<file path="config.mk">
export PLATFORM = sky130hd
export DESIGN_NAME = arb_scale
export DESIGN_NICKNAME = d
export VERILOG_FILES = /design/src/hdl/arb_pkg.sv /design/src/hdl/arb_scale.sv
export SDC_FILE = /design/constraint.sdc
export NUM_CORES = 1
export LEC_CHECK = 0
export ABC_AREA = 1
export BUFFER_PORTS_ARGS = -buffer_cell sky130_fd_sc_hd__buf_4
export CORE_MARGIN = 1
export CORE_UTILIZATION = 45
export CTS_BUF_LIST = sky130_fd_sc_hd__clkbuf_8
export CTS_CLUSTER_SIZE = 25
export DETAILED_ROUTE_END_ITERATION = 8
export HOLD_SLACK_MARGIN = 0.06
export MAX_ROUTING_LAYER = met4
export PLACE_DENSITY_LB_ADDON = 0.05
export SLEW_MARGIN = 20
export SYNTH_ARGS = -nofsm -noshare
export SYNTH_HDL_FRONTEND = slang
export SYNTH_SLANG_ARGS = --single-unit
</file>
<file path="constraint.sdc">
create_clock -name clk -period 7.97 [get_ports clk]
set_input_delay 1.1955 -clock clk [delete_from_list [all_inputs] [get_ports clk]]
set_output_delay 1.1955 -clock clk [all_outputs]
set_load 0.02 [all_outputs]
</file>
<file path="src/hdl/arb_pkg.sv">
package arb_pkg;

  localparam int FIFO_DEPTH = 8192;
  localparam int PTR_W      = $clog2(FIFO_DEPTH);

  localparam int SAMPLE_W = 16;
  localparam int GAIN_W   = 16;
  localparam int FRAC_W   = 15;
  localparam int PROD_W   = SAMPLE_W + GAIN_W + 1;
  localparam int QUOT_W   = PROD_W - FRAC_W;

  localparam logic [GAIN_W-1:0] GAIN_RESET = 16'd32768;

  localparam int PADDR_W  = 3;
  localparam int PDATA_W  = 32;
  localparam logic [PADDR_W-3:0] REG_VOLUME_GAIN = 1'd0;

  typedef enum logic [1:0] {
    FUNC_PUSH  = 2'd0,
    FUNC_PULL  = 2'd1,
    FUNC_FLUSH = 2'd2,
    FUNC_NOP   = 2'd3
  } func_t;

  typedef enum logic [1:0] {
    ST_IDLE,
    ST_READ,
    ST_SCALE
  } arb_state_t;

  typedef struct packed {
    logic [1:0]                 func;
    logic signed [SAMPLE_W-1:0] sample_in;
  } arb_in_t;

  typedef struct packed {
    logic signed [SAMPLE_W-1:0] sample_out;
    logic                       underrun;
  } arb_out_t;

endpackage

</file>
<file path="src/hdl/arb_scale.sv">
module arb_scale (
  input  logic                                  clk,
  input  logic                                  load,
  input  logic signed [arb_pkg::SAMPLE_W-1:0]   sample,
  input  logic        [arb_pkg::GAIN_W-1:0]     gain,
  output logic signed [arb_pkg::SAMPLE_W-1:0]   result
);

  localparam int PW = arb_pkg::PROD_W;
  localparam int SW = arb_pkg::SAMPLE_W;
  localparam int QW = arb_pkg::QUOT_W;

  logic signed [PW-1:0] sample_ext;
  logic signed [PW-1:0] gain_ext;
  logic signed [PW-1:0] prod_nxt;
  logic signed [PW-1:0] prod_r;
  logic        [QW-1:0] quot;
  logic        [QW-SW:0] top_bits;

  // Sign-extend the sample, zero-extend the gain; the true product fits PW bits.
  assign sample_ext = {{(PW-SW){sample[SW-1]}}, sample};
  assign gain_ext   = {{(PW-arb_pkg::GAIN_W){1'b0}}, gain};
  assign prod_nxt   = sample_ext * gain_ext;

  always_ff @(posedge clk) begin
    if (load) begin
      prod_r <= prod_nxt;
    end
  end

  // Dropping the fraction bits of a two's-complement value floors it.
  assign quot     = prod_r[PW-1:arb_pkg::FRAC_W];
  assign top_bits = quot[QW-1:SW-1];

  always_comb begin
    if ((&top_bits) || !(|top_bits)) begin
      result = quot[SW-1:0];
    end else if (quot[QW-1]) begin
      result = {1'b1, {(SW-1){1'b0}}};
    end else begin
      result = {1'b0, {(SW-1){1'b1}}};
    end
  end

endmodule

</file>
==> results of run 1 <==
## metrics by stage
step,utilization,area (um^2),cells
after detailed placement,0.481,10500,1629
after floorplan,-,9960,1355
final,0.484,10500,1633
after global placement,0.481,10500,1629
after CTS,0.484,10500,1633
after global routing,0.484,10500,1633
## layout by cell type (no fill, tap or decap)
| master | instances |
|---|---|
| nand2_1 | 398 |
| ha_1 | 119 |
| a21oi_1 | 34 |
| buf_4 | 49 |
| o21bai_1 | 3 |
| inv_1 | 400 |
| nor2_1 | 57 |
| xnor2_1 | 3 |
| fa_1 | 193 |
| o21ai_0 | 15 |
| clkbuf_8 | 3 |
| or2_2 | 8 |
| nand3_2 | 1 |
| xor2_1 | 4 |
| nand3b_1 | 1 |
| nand2_2 | 3 |
| edfxtp_1 | 18 |
| nor2_4 | 1 |
| o21a_1 | 1 |
| nor3_1 | 8 |
| o2111ai_1 | 1 |
| a21o_1 | 2 |
| o21ai_2 | 2 |
| nor4_1 | 2 |
| clkinv_1 | 1 |
| nand3_1 | 26 |
## worst paths after layout
kind / startpoint / endpoint / slack (ns)
hold / removal: load / prod_r[30]$_DFFE_PP_ / 1.32
setup / recovery: sample[15] / prod_r[32]$_DFFE_PP_ / 1.57
## critical path, delay by kind of cell
| kind | cells | cell delay, ns |
|---|---|---|
| simple gates | 9 | 1.19 |
| fa+ha+maj | 7 | 3.21 |
| buf+inv | 6 | 0.81 |
## layer usage
metal  global-route usage  vias to the layer above  share of wire
met4               0.0440                        0          0.014
met3               0.0160                       34          0.036
met2                0.395                      179           0.45
met1                0.357                     3788           0.50
met5                    -                        -              0
li1                     -                     3852              -
## layout make-up
type,count,area [um^2]
fill,2261,11200
multi-input combinational,882,7720
inverter,400,1500
sequential,18,541
timing repair buffer,49,368
tap,280,350
clock buffer,3,41.3
clock inverter,1,3.75
## kinds of logic (layout without fill, tap and decap cells)
group                      Yosys count  after routing  synth area share
DFF                                 18             18            0.0543
buffers and inverters              455            453             0.171
xor gates and xnor gates             7              7           0.00615
AOI/OAI and AO/OA                   58             58            0.0314
adders and majority gates          312            312             0.537
and+or+nand+nor                    505            505             0.200
## synthesized netlist by cell type, types with 4 or more instances
master and count:
inv_1 400, nand2_1 398, fa_1 193, ha_1 119, nor2_1 57, clkbuf_1 54, a21oi_1 34, nand3_1 26
edfxtp_1 18, o21ai_0 15, nor3_1 8, or2_2 8, xor2_1 4
==> impl_metrics.ini, run 1 <==
[status]
status = completed

[synthesis]
synth-edff-count = 18
synth_area_leaders = fa_1, inv_1, nand2_1, ha_1, edfxtp_1
synth_ff_type = edfxtp_1
syn-num-nets = 1701
ys_ff_latch = 18
synth_top_area_share = 0.388
netlist_area_um2 = 9960
syn_avg_cell_area_um2 = 7.35
yosysWarnings = 0
yosys.area.top_type = fa_1
ys_seq_area_frac = 0.0543
syn_inst = 1355
synth_cell_types = 26
synthArstFlopShare = 0

[worst_setup_path]
crit_type = in -> reg
crit_slowest_cell = fa_1
path_common_cell = fa_1
crit_chain = buf_4 > inv_1 > or2_2 > fa_1 > fa_1 > inv_1 > fa_1 > fa_1 > fa_1 > inv_1 > fa_1 > inv_1 > ha_1 > nand2_1 > nor2_1 > inv_1 > nor2_1 > nor2_1 > nand2_1 > nand2_1 > nand3b_1 > nand2_1
cp.required_ns = 8.00
arrival_ns = 6.43
critical-path-max-stage-delay_ns = 0.53
cp_max_fo = 17
end_kind = flop
startpoint_type = input pin

[run]
maxCapViolCount = 0

[die]
top_level_ports = 50
rows = 54
die_y_um = 151
die_x_um = 151
dieArea_um2 = 22700
core_um2 = 21800
start_util = 0.458

[sta]
slew_headroom = 0.594
setup_viol = 0
period_minus_slack_ns = 6.40
rsz0062_at_grt = false
setup_slack_ns = 1.57
tightest_slew_ns = 0.608
fin_tns_setup_ns = 0
period_share = 0.803
fmax_mhz = 156
timing.hold.ws_ns = 1.32
finalHoldViolations = 0
final_max_slew_viol_count = 0

[placement]
place_ws_ns = 1.26
gp_congestion = 0.909
dp_hpwl_mm = 20.9
port_buffers = 49

[routing]
firstDrtPassIters = 5
drc = 0
final_antenna_net_count = 0
drtIter0Drc = 357
drt_wl_total_mm = 25.2
vias = 7853
routedWlPerCell_um = 15.5
via_per_inst = 4.81

[grt]
grt_pass1_wl_mm = 42.8
first_global_vias = 8196
antenna_found_initial = 0
gr-total-overflow = 0
grt_use_total = 0.250
grt_max_degree = 19

[final_layout]
syn_to_final_growth_pct = 5.63
drive_gt1_frac = 0.0495
regMostFlops = prod_r
largest_reg_flops = 18
diodes = 0
reg.largest.list = prod_r (18)
nets = 1700

[clock_tree]
cts_sinks = 18
root_buffer = clkbuf_8
hold_buffers = 0
post_cts_buffers = 0
clk_pin_slew_worst_paths_ns = 0.08
cts_buffers = 3
cts-htree-levels = 1
clockBufferDepth = 2
post_cts_resized = 0
cts_tree = built

[min_path]
hp-class = in -> reg
whs_path_depth = 1
Power of run 1 is left out: the tool's default activity adds up to more than one toggle a clock period on the data nets, which glitch-free logic cannot reach.
==> run 2, diff against run 1 <==
==> constraint.sdc (replaced) <==
create_clock -name clk -period 5.4 [get_ports clk]
set_input_delay 0.81 -clock clk [delete_from_list [all_inputs] [get_ports clk]]
set_output_delay 0.81 -clock clk [all_outputs]
set_load 0.02 [all_outputs]
==> impl_metrics.ini, run 2 (same netlist as run 1, synthesis figures left out) <==
[final_layout]
layout_common_cells = inv_1, nand2_1, fa_1
diodes = 0
regMostFlops = prod_r
mostFrequentLayoutCell = inv_1
drive_gt1_frac = 0.219
fin_cells = 1761
largest_reg_flops = 18
nets = 1828
fill_cells = 2142
reg.largest.list = prod_r (18)
syn_to_final_growth_pct = 23.8

[sta]
finalHoldViolations = 0
rsz0062_at_grt = true
slew_headroom = 0.387
timing.hold.ws_ns = 0.938
tightest_slew_ns = 0.913
period_share = 1.02
fmax_mhz = 181
setup_slack_ns = -0.127
setup_viol = 10
final_max_slew_viol_count = 0
period_minus_slack_ns = 5.53

[placement]
port_buffers = 49
gp_congestion = 0.852
dp.cells = 1739
dp_hpwl_mm = 22.0

[status]
status = complete, but fails checks
failed_checks = setup timing

[die]
top_level_ports = 50
die_x_um = 151
die_y_um = 151
dieArea_um2 = 22700
rows = 54
start_util = 0.458
core_um2 = 21800

[routing]
final_antenna_net_count = 0
drtIter0Drc = 270
via_per_inst = 4.74
drc = 0
firstDrtPassIters = 5
drt_wl_total_mm = 25.1
routedWlPerCell_um = 14.2
vias = 8348

[worst_setup_path]
crit_type = in -> reg
arrival_ns = 5.55
startpoint_type = input pin
end_kind = flop
cp.required_ns = 5.42
cp_max_fo = 6

[clock_tree]
cts_sinks = 18
root_buffer = clkbuf_8
cts-htree-levels = 1
clockBufferDepth = 2
cts_tree = built
clk_pin_slew_worst_paths_ns = 0.08
cts_buffers = 3

[grt]
first_global_vias = 9010
grt_use_total = 0.249
grt_max_degree = 19
grt_pass1_wl_mm = 42.7
antenna_found_initial = 0
gr-total-overflow = 0

[min_path]
hp-class = in -> reg

[run]
maxCapViolCount = 0
run 2: critical path, cell delays in order:
cell and delay, ns:
buf_8 0.08, clkinvlp_4 0.19, or2_4 0.29, fa_1 0.47
fa_1 0.50, inv_1 0.05, fa_1 0.50, fa_2 0.45
fa_1 0.49, inv_1 0.05, fa_1 0.49, inv_2 0.05
ha_4 0.32, nand2_2 0.12, nor2_2 0.11, inv_1 0.10
nor3_2 0.19, nand3_1 0.13, nand3_1 0.10, nand2_1 0.06
run 2: layer usage:
layer / global-route usage / share of wire
met5: - / 0
met4: 0.0395 / 0.019
met3: 0.00964 / 0.024
met2: 0.470 / 0.53
met1: 0.297 / 0.43
run 2: repair_timing:
item                                    4_1_cts  5_1_grt
resized for setup                           110       62
hold buffers                                  0        0
endpoints found under the setup margin       18       18
buffers inserted                             15        3
pin swaps                                    37       31
run 2: area by class of cell:
class	count	area, um^2	area share
Clock buffer	3	41.3	0.00335
Inverter	400	1510	0.122
Sequential cell	18	541	0.0438
Tap cell	280	350	0.0284
Timing Repair Buffer	177	1570	0.127
Clock inverter	1	3.75	0.000304
Multi-Input combinational cell	882	8330	0.675
run 2: worst paths after layout:
kind / startpoint / endpoint / cells after the start
worst max-delay path: sample[15] / prod_r[25]$_DFFE_PP_ / 20
worst min-delay path: load / prod_r[17]$_DFFE_PP_ / 1
run 2: per-stage QoR:
step	setup TNS [ns]	setup WS (ns)	area, um^2	util
5_1_grt	-3.03	-0.267	12300	0.567
2_1_floorplan	-0.827	-0.0986	10400	-
3_3_place_gp	-6.66	-0.452	11600	0.531
3_5_place_dp	-7.71	-0.533	11600	0.531
6_report	-0.563	-0.127	12300	0.567
4_1_cts	-0.305	-0.0629	12100	0.557
Power of run 2 is left out for the same reason.
==> run 3, diff against run 2 <==
--- a/config.mk
+++ b/config.mk
@@ -5,7 +5,6 @@
 export SDC_FILE = /design/constraint.sdc
 export NUM_CORES = 1
 export LEC_CHECK = 0
-export ABC_AREA = 1
 export BUFFER_PORTS_ARGS = -buffer_cell sky130_fd_sc_hd__buf_4
 export CORE_MARGIN = 1
 export CORE_UTILIZATION = 45
==> impl_metrics.ini, run 3 <==
[routing]
drc = 0
vias = 6985
via_per_inst = 4.87
drtIter0Drc = 213
firstDrtPassIters = 4
final_antenna_net_count = 0
drt_wl_total_mm = 21.6
routedWlPerCell_um = 15.1

[sta]
rsz0062_at_grt = true
setup_viol = 18
timing.hold.ws_ns = 0.943
setup_slack_ns = -0.388
slew_headroom = 0.398
period_share = 1.07
finalHoldViolations = 0
period_minus_slack_ns = 5.79
tightest_slew_ns = 0.903
fmax_mhz = 173
final_max_slew_viol_count = 0

[die]
rows = 51
core_um2 = 19800
die_y_um = 145
top_level_ports = 50
start_util = 0.466
dieArea_um2 = 21000
die_x_um = 145

[synthesis]
netlist_area_um2 = 9210
ys_seq_area_frac = 0.0587
syn_inst = 1048
synth_common_cells = inv_1, fa_1, nand2_1, ha_1, and2_1
yosysMostFrequentCell = inv_1
ys_ff_latch = 18
yosysWarnings = 0
synth_cell_types = 34
synth_top_area_share = 0.419
syn_avg_cell_area_um2 = 8.79
synth-edff-count = 18
synth_ff_type = edfxtp_1
syn-num-nets = 1394
synthArstFlopShare = 0
synth_area_leaders = fa_1, ha_1, inv_1, and2_1, nand2_1
yosys.area.top_type = fa_1

[clock_tree]
cts_buffers = 3
root_buffer = clkbuf_8
cts-htree-levels = 1
cts_tree = built
clk_pin_slew_worst_paths_ns = 0.06
hold_buffers = 0
cts_sinks = 18
clockBufferDepth = 2

[placement]
port_buffers = 49
gp_congestion = 0.835
dpl-instance-area_um2 = 10700
dp_hpwl_mm = 19.0
place_ws_ns = -0.891

[worst_setup_path]
cp.required_ns = 5.50
critical-path-max-stage-delay_ns = 0.52
cp_top_family = adder cells
path_common_cell = fa_1
cp_max_fo = 9
end_kind = flop
crit_slowest_cell = fa_1
path_buf_inv = 6
arrival_ns = 5.89
crit_type = in -> reg
crit_chain = buf_4 > buf_4 > and2_1 > fa_1 > inv_1 > fa_1 > fa_1 > inv_1 > fa_1 > inv_1 > fa_1 > inv_1 > ha_1 > ha_1 > nand2_1 > o31ai_2 > nand3_1 > a21oi_2 > nand2_2 > o21a_1 > and3_1 > nor3_2
startpoint_type = input pin

[final_layout]
drive_gt1_frac = 0.209
nets = 1516
mostFrequentLayoutCell = inv_1
largest_reg_flops = 18
reg.largest.list = prod_r (18)
final_util = 0.567
diodes = 0
layout_common_cells = inv_1, fa_1, nand2_1
fin_area_um2 = 11200
regMostFlops = prod_r
syn_to_final_growth_pct = 21.9

[grt]
antenna_found_initial = 0
first_global_vias = 7385
gr-total-overflow = 0
grt_pass1_wl_mm = 36.5
grt_max_degree = 32
grt_use_total = 0.223

[status]
status = complete, but fails checks
failed_checks = setup timing

[run]
maxCapViolCount = 0

[min_path]
hp-class = in -> reg
-- run 3: worst paths after layout --
path,from,cells after the start,endpoint,slack [ns]
worst min-delay path,load,1,prod_r[31]$_DFFE_PP_,0.94
worst max-delay path,gain[12],22,prod_r[32]$_DFFE_PP_,-0.39
-- run 3: what timing repair did --
action | in CTS | in global routing
setup buffers | 4 | 4
gates resized for setup | 64 | 55
cloned | 1 | 0
setup endpoints to repair | 18 | 18
pin swaps | 44 | 39
-- run 3: layout make-up --
type | count | area, um^2
clock inverter | 1 | 3.75
sequential | 18 | 541
clock buffer | 3 | 41.3
timing repair buffer | 156 | 1480
tap | 265 | 332
fill | 1869 | 8560
multi-input combinational | 746 | 7900
inverter | 245 | 925
-- run 3: metrics by stage --
stage	TNS, ns	std cells
2_1_floorplan	-3.82	1048
3_3_place_gp	-10.92	1422
3_5_place_dp	-12.12	1422
4_1_cts	-5.54	1431
5_1_grt	-8.24	1434
6_report	-4.72	1434
-- run 3: cells by family (layout without fill, tap and decap cells) --
kind of cell / after synthesis / count (layout) / share of synthesized area
DFF: 18 / 18 / 0.0587
xor gates and xnor gates: 20 / 20 / 0.0190
AOI/OAI and AO/OA: 64 / 64 / 0.0441
and+or+nand+nor: 350 / 350 / 0.181
buffers and inverters: 284 / 405 / 0.116
adders and majority gates: 312 / 312 / 0.581
-- run 3: routing by layer --
layer / vias up / track usage / part of all wire
met5: - / - / 0
met4: 0 / 0.0237 / 0.0069
met3: 10 / 0.0123 / 0.026
met2: 96 / 0.403 / 0.53
met1: 3523 / 0.283 / 0.44
li1: 3356 / - / -
Power of run 3 is left out for the same reason.
